--- src/hw/rtl/pwbt_pkg.sv ---
package pwbt_pkg;

	// Frame store depth, fixed by the 3-bit byte index.
	localparam int unsigned STORE_DEPTH = 8;
	localparam int unsigned STORE_AW    = 3;
	localparam int unsigned BPTR_W      = 4;   // byte pointer must reach STORE_DEPTH
	localparam int unsigned TICK_W      = 10;

	localparam logic [TICK_W-1:0] TICK_MAX = 10'd1023;
	localparam logic [BPTR_W-1:0] STORE_DEPTH_C = 4'd8;

	// Actions carried by an input word.
	localparam logic [1:0] ACT_TICK  = 2'd0;
	localparam logic [1:0] ACT_LOAD  = 2'd1;
	localparam logic [1:0] ACT_START = 2'd2;

	// Configuration register indexes.
	localparam logic [2:0] REG_IDLE_TICKS  = 3'd0;
	localparam logic [2:0] REG_DRIVE_END   = 3'd1;
	localparam logic [2:0] REG_RELEASE_END = 3'd2;
	localparam logic [2:0] REG_ZERO_END    = 3'd3;
	localparam logic [2:0] REG_ONE_END     = 3'd4;
	localparam logic [2:0] REG_FRAME_BYTES = 3'd5;

	typedef enum logic [2:0] {
		PH_IDLE    = 3'd0,
		PH_WAIT    = 3'd1,
		PH_START   = 3'd2,
		PH_DRIVE   = 3'd3,
		PH_BLANK   = 3'd4,
		PH_MONITOR = 3'd5
	} phase_t;

	typedef enum logic [1:0] {
		CAUSE_NONE      = 2'd0,
		CAUSE_BUSY      = 2'd1,
		CAUSE_COLLISION = 2'd2
	} cause_t;

	typedef struct packed {
		logic [9:0] idle_ticks;
		logic [9:0] drive_end;
		logic [9:0] release_end;
		logic [9:0] zero_end;
		logic [9:0] one_end;
		logic [3:0] frame_bytes;
	} cfg_t;

	typedef struct packed {
		logic [1:0] action;
		logic [2:0] byte_index;
		logic [7:0] byte_value;
		logic       bus_released;
	} item_t;

	typedef struct packed {
		logic   bus_drive;
		logic   busy_res;
		logic   done_res;
		logic   success;
		cause_t fail_cause;
	} result_t;

endpackage

--- src/hw/rtl/pwbt_in_if.sv ---
interface pwbt_in_if;
	logic       valid;
	logic       ready;
	logic [1:0] action;
	logic [2:0] byte_index;
	logic [7:0] byte_value;
	logic       bus_released;

	modport source(output valid, action, byte_index, byte_value, bus_released, input ready);
	modport sink(input valid, action, byte_index, byte_value, bus_released, output ready);
endinterface

--- src/hw/rtl/pwbt_out_if.sv ---
interface pwbt_out_if;
	logic       valid;
	logic       ready;
	logic       bus_drive;
	logic       busy_res;
	logic       done_res;
	logic       success;
	logic [1:0] fail_cause;

	modport source(output valid, bus_drive, busy_res, done_res, success, fail_cause, input ready);
	modport sink(input valid, bus_drive, busy_res, done_res, success, fail_cause, output ready);
endinterface

--- src/hw/rtl/pwbt_cfg_if.sv ---
interface pwbt_cfg_if;
	logic       valid;
	logic       ready;
	logic [2:0] index;
	logic [9:0] data;

	modport source(output valid, index, data, input ready);
	modport sink(input valid, index, data, output ready);
endinterface

--- src/hw/rtl/pwbt_engine.sv ---
module pwbt_engine (
	input  logic             clk,
	input  logic             arst_n,
	input  logic             step,
	input  pwbt_pkg::item_t  item,
	input  pwbt_pkg::cfg_t   cfg,
	output pwbt_pkg::result_t result
);

	pwbt_pkg::phase_t                 phase_q, phase_n;
	logic [pwbt_pkg::TICK_W-1:0]      tick_q, tick_n;
	logic [pwbt_pkg::BPTR_W-1:0]      bptr_q, bptr_n;
	logic [2:0]                       bitp_q, bitp_n;
	logic                             cur_q, cur_n;
	logic                             stop_q, stop_n;
	logic [7:0]                       store_q [pwbt_pkg::STORE_DEPTH];

	logic                             done;
	logic                             ok;
	pwbt_pkg::cause_t                 cause;
	logic [pwbt_pkg::BPTR_W-1:0]      nbytes;

	// Bytes per frame, saturated to the store depth.
	assign nbytes = (cfg.frame_bytes > pwbt_pkg::STORE_DEPTH_C) ?
		pwbt_pkg::STORE_DEPTH_C : cfg.frame_bytes;

	// Next state
	always_comb begin
		logic [pwbt_pkg::TICK_W-1:0] t;
		logic [pwbt_pkg::TICK_W-1:0] slot_end;
		logic [7:0]                  sel_byte;
		pwbt_pkg::phase_t            p;
		logic                        pick;
		logic [pwbt_pkg::BPTR_W-1:0] pb;
		logic [2:0]                  pbit;

		phase_n  = phase_q;
		tick_n   = tick_q;
		bptr_n   = bptr_q;
		bitp_n   = bitp_q;
		cur_n    = cur_q;
		stop_n   = stop_q;
		done     = 1'b0;
		ok       = 1'b0;
		cause    = pwbt_pkg::CAUSE_NONE;
		pick     = 1'b0;
		pb       = bptr_q;
		pbit     = bitp_q;
		p        = phase_q;
		t        = (tick_q < pwbt_pkg::TICK_MAX) ? tick_q + 10'd1 : tick_q;
		slot_end = cur_q ? cfg.one_end : cfg.zero_end;

		case (item.action)
			pwbt_pkg::ACT_START: begin
				if (phase_q == pwbt_pkg::PH_IDLE) begin
					phase_n = pwbt_pkg::PH_WAIT;
					tick_n  = '0;
					bptr_n  = '0;
					bitp_n  = '0;
					cur_n   = 1'b0;
					stop_n  = 1'b0;
				end
			end
			pwbt_pkg::ACT_TICK: begin
				if (phase_q == pwbt_pkg::PH_WAIT) begin
					if (!item.bus_released) begin
						done  = 1'b1;
						cause = pwbt_pkg::CAUSE_BUSY;
					end else begin
						tick_n = t;
						if (t >= cfg.idle_ticks) begin
							phase_n = pwbt_pkg::PH_START;
							pick    = 1'b1;
						end
					end
				end else if (phase_q == pwbt_pkg::PH_START) begin
					if (!item.bus_released) begin
						done  = 1'b1;
						cause = pwbt_pkg::CAUSE_BUSY;
					end else begin
						tick_n  = '0;
						phase_n = pwbt_pkg::PH_DRIVE;
					end
				end else if (phase_q != pwbt_pkg::PH_IDLE) begin
					tick_n = t;
					// Limits are checked in order on the same tick.
					if (p == pwbt_pkg::PH_DRIVE && t >= cfg.drive_end)
						p = pwbt_pkg::PH_BLANK;
					if (p == pwbt_pkg::PH_BLANK && t >= cfg.release_end)
						p = pwbt_pkg::PH_MONITOR;
					if (p == pwbt_pkg::PH_MONITOR) begin
						if (t >= slot_end) begin
							if (stop_q) begin
								done = 1'b1;
								ok   = 1'b1;
							end else begin
								pbit = bitp_q + 3'd1;
								if (bitp_q == 3'd7)
									pb = bptr_q + 4'd1;
								bitp_n = pbit;
								bptr_n = pb;
								pick   = 1'b1;
								p      = pwbt_pkg::PH_START;
							end
						end else if (!item.bus_released) begin
							done  = 1'b1;
							cause = pwbt_pkg::CAUSE_COLLISION;
						end
					end
					phase_n = p;
				end
			end
			default: begin
			end
		endcase

		// Choose the next bit: past the frame it is the closing 1.
		sel_byte = store_q[pb[pwbt_pkg::STORE_AW-1:0]];
		if (pick) begin
			if (pb >= nbytes) begin
				stop_n = 1'b1;
				cur_n  = 1'b1;
			end else begin
				cur_n = sel_byte[3'd7 - pbit];
			end
		end

		if (done) begin
			phase_n = pwbt_pkg::PH_IDLE;
			tick_n  = '0;
		end
	end

	// Outputs
	always_comb begin
		result.bus_drive  = (phase_n == pwbt_pkg::PH_DRIVE);
		result.busy_res   = (phase_n != pwbt_pkg::PH_IDLE);
		result.done_res   = done;
		result.success    = done & ok;
		result.fail_cause = done ? cause : pwbt_pkg::CAUSE_NONE;
	end

	always_ff @(posedge clk or negedge arst_n) begin
		if (!arst_n) begin
			phase_q <= pwbt_pkg::PH_IDLE;
			tick_q  <= '0;
			bptr_q  <= '0;
			bitp_q  <= '0;
			cur_q   <= 1'b0;
			stop_q  <= 1'b0;
		end else if (step) begin
			phase_q <= phase_n;
			tick_q  <= tick_n;
			bptr_q  <= bptr_n;
			bitp_q  <= bitp_n;
			cur_q   <= cur_n;
			stop_q  <= stop_n;
		end
	end

	always_ff @(posedge clk) begin
		if (step && item.action == pwbt_pkg::ACT_LOAD)
			store_q[item.byte_index] <= item.byte_value;
	end

endmodule

--- src/hw/rtl/pulse_width_bus_transmitter_unit.sv ---
// A word's result is registered when the engine steps on it. Throughput: one word
// per cycle while the output is taken; input register and result register each
// hold one word, so a stalled output backs up into the input after two words.
// Reset (arst_n low, asynchronous): send state idle, pipeline empty, registers at
// their defaults; frame store contents are undefined until loaded.
module pulse_width_bus_transmitter_unit (
	input  logic        clk,
	input  logic        arst_n,
	pwbt_in_if.sink     in_ch,
	pwbt_out_if.source  out_ch,
	pwbt_cfg_if.sink    cfg_ch
);

	// Input stage: hold the accepted word until the engine can step on it.
	pwbt_pkg::item_t   item_s1;
	logic              valid_s1;

	// Result stage: hold the result until the sink takes it.
	pwbt_pkg::result_t res_s2;
	logic              valid_s2;

	pwbt_pkg::cfg_t    cfg_q;
	pwbt_pkg::result_t res_next;
	logic              advance;
	logic              step;

	// Advance the input word into the result stage when the result slot is free
	// or being drained in the same cycle.
	assign advance     = !valid_s2 || out_ch.ready;
	assign step        = valid_s1 && advance;
	assign in_ch.ready = !valid_s1 || advance;

	// User must write configuration while idle (not enforced); accept at once.
	assign cfg_ch.ready = 1'b1;

	always_ff @(posedge clk or negedge arst_n) begin
		if (!arst_n) begin
			valid_s1 <= 1'b0;
		end else if (in_ch.ready) begin
			valid_s1 <= in_ch.valid;
		end
	end

	always_ff @(posedge clk) begin
		if (in_ch.ready && in_ch.valid) begin
			item_s1.action       <= in_ch.action;
			item_s1.byte_index   <= in_ch.byte_index;
			item_s1.byte_value   <= in_ch.byte_value;
			item_s1.bus_released <= in_ch.bus_released;
		end
	end

	// Configuration registers; writes beyond the list are dropped.
	always_ff @(posedge clk or negedge arst_n) begin
		if (!arst_n) begin
			cfg_q.idle_ticks  <= 10'd512;
			cfg_q.drive_end   <= 10'd40;
			cfg_q.release_end <= 10'd80;
			cfg_q.zero_end    <= 10'd98;
			cfg_q.one_end     <= 10'd236;
			cfg_q.frame_bytes <= 4'd5;
		end else if (cfg_ch.valid && cfg_ch.ready) begin
			case (cfg_ch.index)
				pwbt_pkg::REG_IDLE_TICKS:  cfg_q.idle_ticks  <= cfg_ch.data;
				pwbt_pkg::REG_DRIVE_END:   cfg_q.drive_end   <= cfg_ch.data;
				pwbt_pkg::REG_RELEASE_END: cfg_q.release_end <= cfg_ch.data;
				pwbt_pkg::REG_ZERO_END:    cfg_q.zero_end    <= cfg_ch.data;
				pwbt_pkg::REG_ONE_END:     cfg_q.one_end     <= cfg_ch.data;
				pwbt_pkg::REG_FRAME_BYTES: cfg_q.frame_bytes <= cfg_ch.data[3:0];
				default: begin
				end
			endcase
		end
	end

	// Bit timing, frame store and send state; one step per word.
	pwbt_engine u_engine (
		.clk    (clk),
		.arst_n (arst_n),
		.step   (step),
		.item   (item_s1),
		.cfg    (cfg_q),
		.result (res_next)
	);

	always_ff @(posedge clk or negedge arst_n) begin
		if (!arst_n) begin
			valid_s2 <= 1'b0;
		end else if (advance) begin
			valid_s2 <= valid_s1;
		end
	end

	always_ff @(posedge clk) begin
		if (step)
			res_s2 <= res_next;
	end

	assign out_ch.valid      = valid_s2;
	assign out_ch.bus_drive  = res_s2.bus_drive;
	assign out_ch.busy_res   = res_s2.busy_res;
	assign out_ch.done_res   = res_s2.done_res;
	assign out_ch.success    = res_s2.success;
	assign out_ch.fail_cause = res_s2.fail_cause;

endmodule

--- src/flat_wrapper.sv ---
// flat-port wrapper written by rule: the top's interface ports become plain ports
module pulse_width_bus_transmitter_unit_flat 
  (clk, arst_n, in_ch_valid, in_ch_action, in_ch_byte_index, in_ch_byte_value, in_ch_bus_released, in_ch_ready, out_ch_valid, out_ch_bus_drive, out_ch_busy_res, out_ch_done_res, out_ch_success, out_ch_fail_cause, out_ch_ready, cfg_ch_valid, cfg_ch_index, cfg_ch_data, cfg_ch_ready);
  pwbt_in_if in_ch_i ();
  pwbt_out_if out_ch_i ();
  pwbt_cfg_if cfg_ch_i ();
  input  logic clk;
  input  logic arst_n;
  input wire logic [$bits(in_ch_i.valid)-1:0] in_ch_valid;
  input wire logic [$bits(in_ch_i.action)-1:0] in_ch_action;
  input wire logic [$bits(in_ch_i.byte_index)-1:0] in_ch_byte_index;
  input wire logic [$bits(in_ch_i.byte_value)-1:0] in_ch_byte_value;
  input wire logic [$bits(in_ch_i.bus_released)-1:0] in_ch_bus_released;
  output wire logic [$bits(in_ch_i.ready)-1:0] in_ch_ready;
  output wire logic [$bits(out_ch_i.valid)-1:0] out_ch_valid;
  output wire logic [$bits(out_ch_i.bus_drive)-1:0] out_ch_bus_drive;
  output wire logic [$bits(out_ch_i.busy_res)-1:0] out_ch_busy_res;
  output wire logic [$bits(out_ch_i.done_res)-1:0] out_ch_done_res;
  output wire logic [$bits(out_ch_i.success)-1:0] out_ch_success;
  output wire logic [$bits(out_ch_i.fail_cause)-1:0] out_ch_fail_cause;
  input wire logic [$bits(out_ch_i.ready)-1:0] out_ch_ready;
  input wire logic [$bits(cfg_ch_i.valid)-1:0] cfg_ch_valid;
  input wire logic [$bits(cfg_ch_i.index)-1:0] cfg_ch_index;
  input wire logic [$bits(cfg_ch_i.data)-1:0] cfg_ch_data;
  output wire logic [$bits(cfg_ch_i.ready)-1:0] cfg_ch_ready;
  assign in_ch_i.valid = in_ch_valid;
  assign in_ch_i.action = in_ch_action;
  assign in_ch_i.byte_index = in_ch_byte_index;
  assign in_ch_i.byte_value = in_ch_byte_value;
  assign in_ch_i.bus_released = in_ch_bus_released;
  assign in_ch_ready = in_ch_i.ready;
  assign out_ch_valid = out_ch_i.valid;
  assign out_ch_bus_drive = out_ch_i.bus_drive;
  assign out_ch_busy_res = out_ch_i.busy_res;
  assign out_ch_done_res = out_ch_i.done_res;
  assign out_ch_success = out_ch_i.success;
  assign out_ch_fail_cause = out_ch_i.fail_cause;
  assign out_ch_i.ready = out_ch_ready;
  assign cfg_ch_i.valid = cfg_ch_valid;
  assign cfg_ch_i.index = cfg_ch_index;
  assign cfg_ch_i.data = cfg_ch_data;
  assign cfg_ch_ready = cfg_ch_i.ready;
  pulse_width_bus_transmitter_unit u_core (.clk(clk), .arst_n(arst_n), .in_ch(in_ch_i), .out_ch(out_ch_i), .cfg_ch(cfg_ch_i));
endmodule
--- config.mk ---
export PLATFORM = sky130hd
export DESIGN_NAME = pulse_width_bus_transmitter_unit_flat
export DESIGN_NICKNAME = d
export VERILOG_FILES = /design/src/hw/rtl/pwbt_pkg.sv /design/src/hw/rtl/pwbt_in_if.sv /design/src/hw/rtl/pwbt_out_if.sv /design/src/hw/rtl/pwbt_cfg_if.sv /design/src/hw/rtl/pwbt_engine.sv /design/src/hw/rtl/pulse_width_bus_transmitter_unit.sv /design/src/flat_wrapper.sv
export SDC_FILE = /design/constraint.sdc
export NUM_CORES = 1
export LEC_CHECK = 0
export ABC_AREA = 1
export BUFFER_PORTS_ARGS = -buffer_cell sky130_fd_sc_hd__buf_2
export CAP_MARGIN = 5
export CORE_ASPECT_RATIO = 0.5
export CORE_MARGIN = 3
export CORE_UTILIZATION = 35
export CTS_BUF_LIST = sky130_fd_sc_hd__clkbuf_8
export DETAILED_ROUTE_END_ITERATION = 8
export PLACE_DENSITY = 0.51
export SYNTH_ARGS = -nofsm -noshare
export SYNTH_HDL_FRONTEND = slang
export SYNTH_SLANG_ARGS = --single-unit
--- constraint.sdc ---
create_clock -name clk -period 4 [get_ports clk]
set_input_delay 0.2 -clock clk [delete_from_list [all_inputs] [get_ports clk]]
set_output_delay 0.2 -clock clk [all_outputs]
set_load 0.02 [all_outputs]
==> results by group, run 1 <==
Setup path
  – Critical Path Source Type: register
  – Worst reg-to-reg setup slack: -30 ps
  – Slowest cell on crit path: dfrtp_1
  – Worst Path Required: 4390 ps
  – CP arrival: 4420 ps
  – R2r startpoint: u_core.u_engine.tick_q[5]
  – Worst Path Buf+Inv: 8
  – Setup CP Type: register to register
  – Worst setup EP type: register
  – FF-to-FF End: u_core.u_engine.cur_q
  – Worst R2R Path Depth: 32
  – CP most frequent cell: nand2_1
  – CP Max Fanout: 7
  – Delay-heaviest family, CP: simple AND/OR/NAND/NOR gates
  – Worst stage delay on the critical path: 370 ps

Placement
  – Final HPWL DP: 13500 microns
  – I/O Buffers: 39
  – Placer's final routability congestion estimate: 0.791
  – Placed cell count: 1288

Timing
  – RSZ-0062 raised after global routing: true
  – Max-slew violation count: 0
  – Crit share post-route: 1.01
  – Slew margin rel.: 0.331
  – Final setup fails: 1
  – Final hold vios: 0
  – FMAX: 248 MHz
  – Setup ws final: -32.5 ps
  – Clock Skew: 13.8 ps
  – Slew @ Worst Pin: 1000 ps
  – Fin crit period: 4030 ps

Routing
  – Routed vias: 6481
  – Initial DRC count: 380
  – WL per Instance: 14.9 microns
  – Via/cell ratio: 4.74
  – Number of routed nets with antenna violations: 0
  – Drt pass-1 iters: 5
  – Final WL: 20300 microns
  – Residual DRC count: 0

Power
  – Pleak: 4.65 nW
  – PwrDens: 476 mW/mm^2
  – Maximum VDD drop: 0.157 mV

Min path
  – Worst hold path startpoint: cfg_ch_data[7]
  – Hold Path Cell Cnt: 3
  – Endpoint, Worst Hold: u_core.cfg_q[11]
  – Hold WC Path Type: input pin to register

Yosys
  – Register area share after synthesis: 0.534
  – Mapped Cells: 921
  – EDFF count, synth: 84
  – Asr flop ratio synth: 0.481
  – Synth area leader: edfxtp_1
  – Post-synth top flop: edfxtp_1
  – #FFs+latches synth: 162
  – YS warnings: 0
  – Mapped Nets: 1001
  – Synthesized area: 0.00842 sq mm
  – Count leader, synth: nand2_1
  – Synth top area cells: edfxtp_1 30%, dfrtp_1 19%, nand2_1 9.5%
  – Share of the synthesized area in the top cell type: 0.300
  – Top cells by count, synth: 212 x nand2_1, 134 x inv_1, 94 x o21ai_0, 85 x nand3_1, 84 x edfxtp_1
  – Netlist cell types: 43
  – Syn Area/Cell: 9.14 sq um

Final layout
  – Layout cell share with drive strength beyond 1: 0.234
  – Layout Utilization: 0.448
  – Filler cells: 2280
  – Nets: 1126
  – Layout area overhead: 23.7%
  – Non-Filler Instances: 1366
  – Ant diodes: 0

GRT
  – All-Layer GR Usage: 0.163
  – Largest net degree at the start of global routing: 79
  – First-pass GRT wire length: 32700 microns
  – Vias in the first global route: 6357
  – Initial antenna violation count: 0
  – Total gr overflow: 0

Floorplanning
  – Std cell rows: 39
  – DIE HEIGHT: 116 microns
  – IO Pins: 41
  – Core ar.: 0.0232 sq mm
  – Die width: 225 microns
  – Initial Util: 0.362
  – Die ar.: 0.0261 sq mm

Clock tree
  – Bufs on Longest Clock Path: 2
  – Worst-path clk slew: 90 ps
  – H-tree depth: 4
  – CTS Root Cell: clkbuf_8
  – Clk sinks: 162
  – CTS buffer count: 17
  – Clk_lat worst skew: 490 ps
  – CTS tree: yes

Flow run
  – Max Cap Viol: 0

Outcome
  – Status: finished, violations left
  – Failing checks: setup timing
what timing repair did:
item                                   in CTS  in global routing
endpoints found under the hold margin      80                  0
gates resized for setup                    43                 61
buffers inserted                           23                  7
pin swaps                                  40                 42
cloned                                      0                  0
hold buffers                               19                  0
setup endpoints to repair                   2                 18
cell type report:
class	count	area, sq um	area share
clock buffers	17	234	0.0225
clock inverters	15	141	0.0136
inverters	139	524	0.0503
multi-input cells	593	3650	0.351
flip-flops and latches	162	4490	0.432
well taps	307	384	0.0369
repair buffers	133	985	0.0946
power by group:
group	internal, W	switching (W)	leakage (nW)
registers	0.00196	0.000123	1.74
logic	0.000716	0.000973	2.73
clock network	0.000544	0.000641	0.176
total	0.00322	0.00174	4.65
cell families after synthesis:
logic type               count (synthesis)  share of synthesized area
multiplexers                            11                     0.0132
buffers and inverters                  166                     0.0795
AND/OR/NAND/NOR                        387                      0.205
flip-flops                             162                      0.534
adder cells (fa/ha/maj)                 48                     0.0714
other                                    1                   0.000446
AO/OA/AOI/OAI                          139                     0.0895
XOR/XNOR                                 7                    0.00729
sequential cells by signal (all words and copies together), names as in the netlist:
| register | cells |
|---|---|
| u_core.cfg_q | 54 |
| u_core.item_s1 | 14 |
| u_core.out_ch.bus_drive | 1 |
| u_core.out_ch.busy_res | 1 |
| u_core.out_ch.done_res | 1 |
| u_core.out_ch.fail_cause | 2 |
| u_core.out_ch.success | 1 |
| u_core.out_ch.valid | 1 |
| u_core.u_engine.bitp_q | 3 |
| u_core.u_engine.bptr_q | 4 |
| u_core.u_engine.cur_q | 1 |
| u_core.u_engine.phase_q | 3 |
| u_core.u_engine.stop_q | 1 |
| u_core.u_engine.store_q | 64 |
| u_core.u_engine.tick_q | 10 |
| u_core.valid_s1 | 1 |
worst register-to-register path, delay by kind of cell (launching register included):
kind                       cells  cell delay, ps
and+or+nand+nor               17            1820
buffers and inverters          8             740
AOI/OAI and AO/OA              5             520
adders and majority gates      2             480
DFF                            1             370
per-layer routing:
layer | wire length [microns] | global-route usage
met1 | 9490 | 0.205
met2 | 9920 | 0.283
met3 | 712 | 0.0420
met4 | 190 | 0.0435
met5 | 0 | 0
through the flow:
step	setup TNS, ps	cell area, sq um	hold WS, ps	setup WS, ps	power (W)
floorplan	0	8430	-95.6	5.13	0.00300
global placement	-89.6	9220	377	-89.6	0.00345
detailed placement	-203	9220	378	-202	0.00347
CTS	-44.5	10100	0.104	-17.2	0.00484
global route	-574	10400	37.2	-358	0.00532
finish	-32.5	10400	37.8	-32.5	0.00496
cells in the final DEF (no fill, tap or decap), drive strengths merged, types with 2 or more instances in the layout:
cell type    Yosys  final
o211ai           4      4
xor2             6      6
a21oi           26     26
dfstp           15     15
o21ai           98     98
inv            138    139
ha              48     48
clkinvlp         0      5
clkbuf          17     17
nand4            5      5
nor4             3      3
buf             10    114
clkinv           1      8
dfrtp           63     63
nand3           88     88
nor2            44     44
nand3b          21     21
dlygate4sd3      0     19
nand2          215    215
edfxtp          84     84
o31ai            3      3
mux2i           10     10
bufinv           0      2
nor3            10     10
o21a             3      3
worst max-delay path by stage:
stage                                  to  depth (start not counted)                      start
detailed placement  u_core.u_engine.cur_q                         33  u_core.u_engine.tick_q[5]
floorplan           u_core.u_engine.cur_q                         32  u_core.u_engine.tick_q[5]
global placement    u_core.u_engine.cur_q                         33  u_core.u_engine.tick_q[5]
finish              u_core.u_engine.cur_q                         32  u_core.u_engine.tick_q[5]
global route        u_core.u_engine.cur_q                         32  u_core.u_engine.tick_q[5]
CTS                 u_core.u_engine.cur_q                         34  u_core.u_engine.tick_q[2]
Power figures use the tool's default switching activity.
==> run 2: changes to the inputs <==
--- a/config.mk
+++ b/config.mk
@@ -10,10 +10,11 @@
 export CAP_MARGIN = 5
 export CORE_ASPECT_RATIO = 0.5
 export CORE_MARGIN = 3
-export CORE_UTILIZATION = 35
+export CORE_UTILIZATION = 50
 export CTS_BUF_LIST = sky130_fd_sc_hd__clkbuf_8
 export DETAILED_ROUTE_END_ITERATION = 8
-export PLACE_DENSITY = 0.51
+export PLACE_DENSITY = 0.69
+export RECOVER_POWER = 100
 export SYNTH_ARGS = -nofsm -noshare
 export SYNTH_HDL_FRONTEND = slang
 export SYNTH_SLANG_ARGS = --single-unit
==> results by group, run 2 (synthesis results as in run 1) <==
Routing
  – Via/cell ratio: 5.21 (+9.8%)
  – Number of routed nets with antenna violations: 0 (unchanged)
  – Initial DRC count: 499 (+31%)
  – Residual DRC count: 0 (unchanged)
  – Routed vias: 6547 (+1.0%)
  – Final WL: 18800 microns (-7.5%)
  – WL per Instance: 14.9 microns (+0.49%)
  – Drt pass-1 iters: 4 (-1)

Timing
  – RSZ-0062 raised after global routing: true
  – Final hold vios: 0 (unchanged)
  – Final setup fails: 0 (-1)
  – Hold WS: 44.8 ps (+7.00 ps)
  – Fin crit period: 3980 ps (-50.1 ps)
  – Final TNS setup: 0 ps (+32.5 ps)
  – Max-slew violation count: 79 (+79)
  – Crit share post-route: 0.996 (-0.0125)
  – Clock Skew: 14.4 ps (+0.620 ps)
  – Slew margin rel.: -0.297 (-0.628)
  – Slew @ Worst Pin: 1950 ps (+942 ps)
  – FMAX: 251 MHz (+1.3%)

Power
  – Combinational Power Share: 0.312 (-0.028)
  – Switching share of power: 0.352 (+0.00191)
  – Pleak: 4.54 nW (-2.5%)
  – Internal power: 0.00308 W (-4.5%)
  – Part of the power in registers: 0.439 (+0.019)
  – Clock network power share: 0.249 (+0.010)
  – Switching pwr: 0.00167 W (-3.7%)
  – PwrDens: 470 mW/mm^2 (-1.5%)
  – Maximum VDD drop: 0.238 mV (+51%)

Final layout
  – Layout area overhead: 20.2%
  – Largest register FFs: 64 (unchanged)
  – FF/Latch Area: 0.00449 sq mm (unchanged)
  – Area of the multi-input gates: 0.00366 sq mm (+0.17%)
  – Biggest register: u_core.u_engine.store_q
  – Commonest cells after routing, fill and taps aside: 191 x nand2_1, 127 x inv_1, 85 x o21ai_0
  – Layout cell share with drive strength beyond 1: 0.202 (-0.0324)
  – Top flop regs: u_core.u_engine.store_q: 64 flops, u_core.cfg_q: 54 flops, u_core.item_s1: 14 flops
  – Nets: 1103 (-2.0%)
  – Most common cell after layout, fill and taps aside: nand2_1
  – Ant diodes: 0 (unchanged)
  – Filler cells: 1327 (-42%)

Floorplanning
  – Die ar.: 0.0185 sq mm (-29%)
  – IO Pins: 41 (unchanged)
  – Core ar.: 0.0159 sq mm (-31%)
  – Initial Util: 0.528 (+0.166)
  – DIE HEIGHT: 97.7 microns (-15%)
  – Std cell rows: 32 (-18%)
  – Die width: 189 microns (-16%)

Clock tree
  – CTS buffer count: 17 (unchanged)
  – H-tree depth: 4 (unchanged)
  – Bufs on Longest Clock Path: 2 (unchanged)
  – Clk sinks: 162 (unchanged)
  – CTS tree: yes
  – Worst-path clk slew: 90 ps (about the same)
  – CTS Root Cell: clkbuf_8
  – Clk_lat worst skew: 470 ps (-20 ps)

Setup path
  – Critical Path Source Type: register
  – Worst Path Required: 4370 ps (-20 ps)
  – Slowest cell on crit path: dfrtp_1
  – CP arrival: 4350 ps (-70 ps)
  – Worst stage delay on the critical path: 360 ps (about the same)
  – Setup crit start: u_core.u_engine.tick_q[2]
  – Setup CP Type: register to register
  – Worst reg-to-reg setup slack: 20 ps (+50 ps)
  – Worst setup EP type: register
  – R2r startpoint: u_core.u_engine.tick_q[2]
  – CP Max Fanout: 6 (-1)

Outcome
  – Failing checks: capacitance limit, slew limit
  – Status: finished, violations left

Placement
  – I/O Buffers: 39 (unchanged)
  – Placer's final routability congestion estimate: 0.868 (+9.7%)
  – Final HPWL DP: 12600 microns (-7.1%)

GRT
  – Largest net degree at the start of global routing: 79 (unchanged)
  – All-Layer GR Usage: 0.209 (+0.0463)
  – Vias in the first global route: 6412 (+0.87%)
  – Initial antenna violation count: 0 (unchanged)
  – First-pass GRT wire length: 31000 microns (-5.5%)
  – Total gr overflow: 0 (unchanged)

Flow run
  – Max Cap Viol: 1 (+1)

Min path
  – Worst hold path startpoint: cfg_ch_data[5]
  – Hold WC Path Type: input pin to register
run 2: cell count changes in the layout (fill, tap and decap cells not counted), sizes merged:
| cell | change |
|---|---|
| clkinv | -4 |
| dlygate4sd3 | -1 |
| clkinvlp | -1 |
| buf | -33 |
| bufinv | -1 |
| inv | +4 |
| clkbuf | +13 |
run 2: timing repair:
| action | 4_1_cts | 5_1_grt |
|---|---|---|
| setup buffers | 10 | 5 |
| resized for setup | 44 | 51 |
| hold buffers | 18 | 0 |
| pin swaps | 35 | 18 |
| endpoints found under the hold margin | 79 | 0 |
| setup endpoints to repair | 2 | 18 |
run 2: routing by layer:
| layer | part of all wire | up-vias | GRT usage |
|---|---|---|---|
| li1 | - | 3257 | - |
| met1 | 0.45 | 3128 | 0.266 |
| met2 | 0.49 | 123 | 0.360 |
| met3 | 0.035 | 39 | 0.0405 |
| met4 | 0.024 | 0 | 0.0772 |
| met5 | 0 | - | 0 |
run 2: final cells by class:
| cell class | count | area share |
|---|---|---|
| clock buffers | 19 | 0.0259 |
| clock inverters | 13 | 0.0124 |
| inverters | 139 | 0.0516 |
| multi-input cells | 593 | 0.362 |
| flip-flops and latches | 162 | 0.444 |
| well taps | 221 | 0.0273 |
| repair buffers | 110 | 0.0772 |
run 2: stage by stage:
step                      worst slack (ps)  instances  instance area [sq um]  power, W  utilization
final                                 17.5       1257                  10100   0.00475        0.635
after global routing                  -370       1257                  10100   0.00508        0.635
after CTS                             3.16       1252                   9870   0.00469        0.619
after detailed placement              -168       1192                   9040   0.00340        0.567
after global placement               -92.2       1192                   9040   0.00336        0.567
after floorplan                       5.13        921                   8430   0.00300            -
run 2: power groups by stage:
stage                     logic (W)  clock network (W)  registers [W]
after global placement      0.00126                  0        0.00211
after detailed placement    0.00129                  0        0.00212
final                       0.00148            0.00118        0.00209
after floorplan            0.000902                  0        0.00210
after global routing        0.00168            0.00128        0.00211
after CTS                   0.00139            0.00121        0.00208
run 2: worst paths after layout:
path                                    endpoint  depth (start not counted)
hold / removal                  u_core.cfg_q[19]                          3
hold reg to reg                 u_core.cfg_q[18]                          2
setup reg to reg           u_core.u_engine.cur_q                         30
min in group asynchronous        u_core.cfg_q[3]                          2
setup / recovery           u_core.u_engine.cur_q                         30
max in group asynchronous       u_core.cfg_q[42]                          2
run 2: critical path: cells and delay by family, from the launching register on:
kind | cells | cell delay [ps]
buf+inv | 7 | 460
compound gates | 4 | 640
fa+ha+maj | 2 | 580
xor+xnor | 1 | 180
simple gates | 16 | 1630
flops | 1 | 360
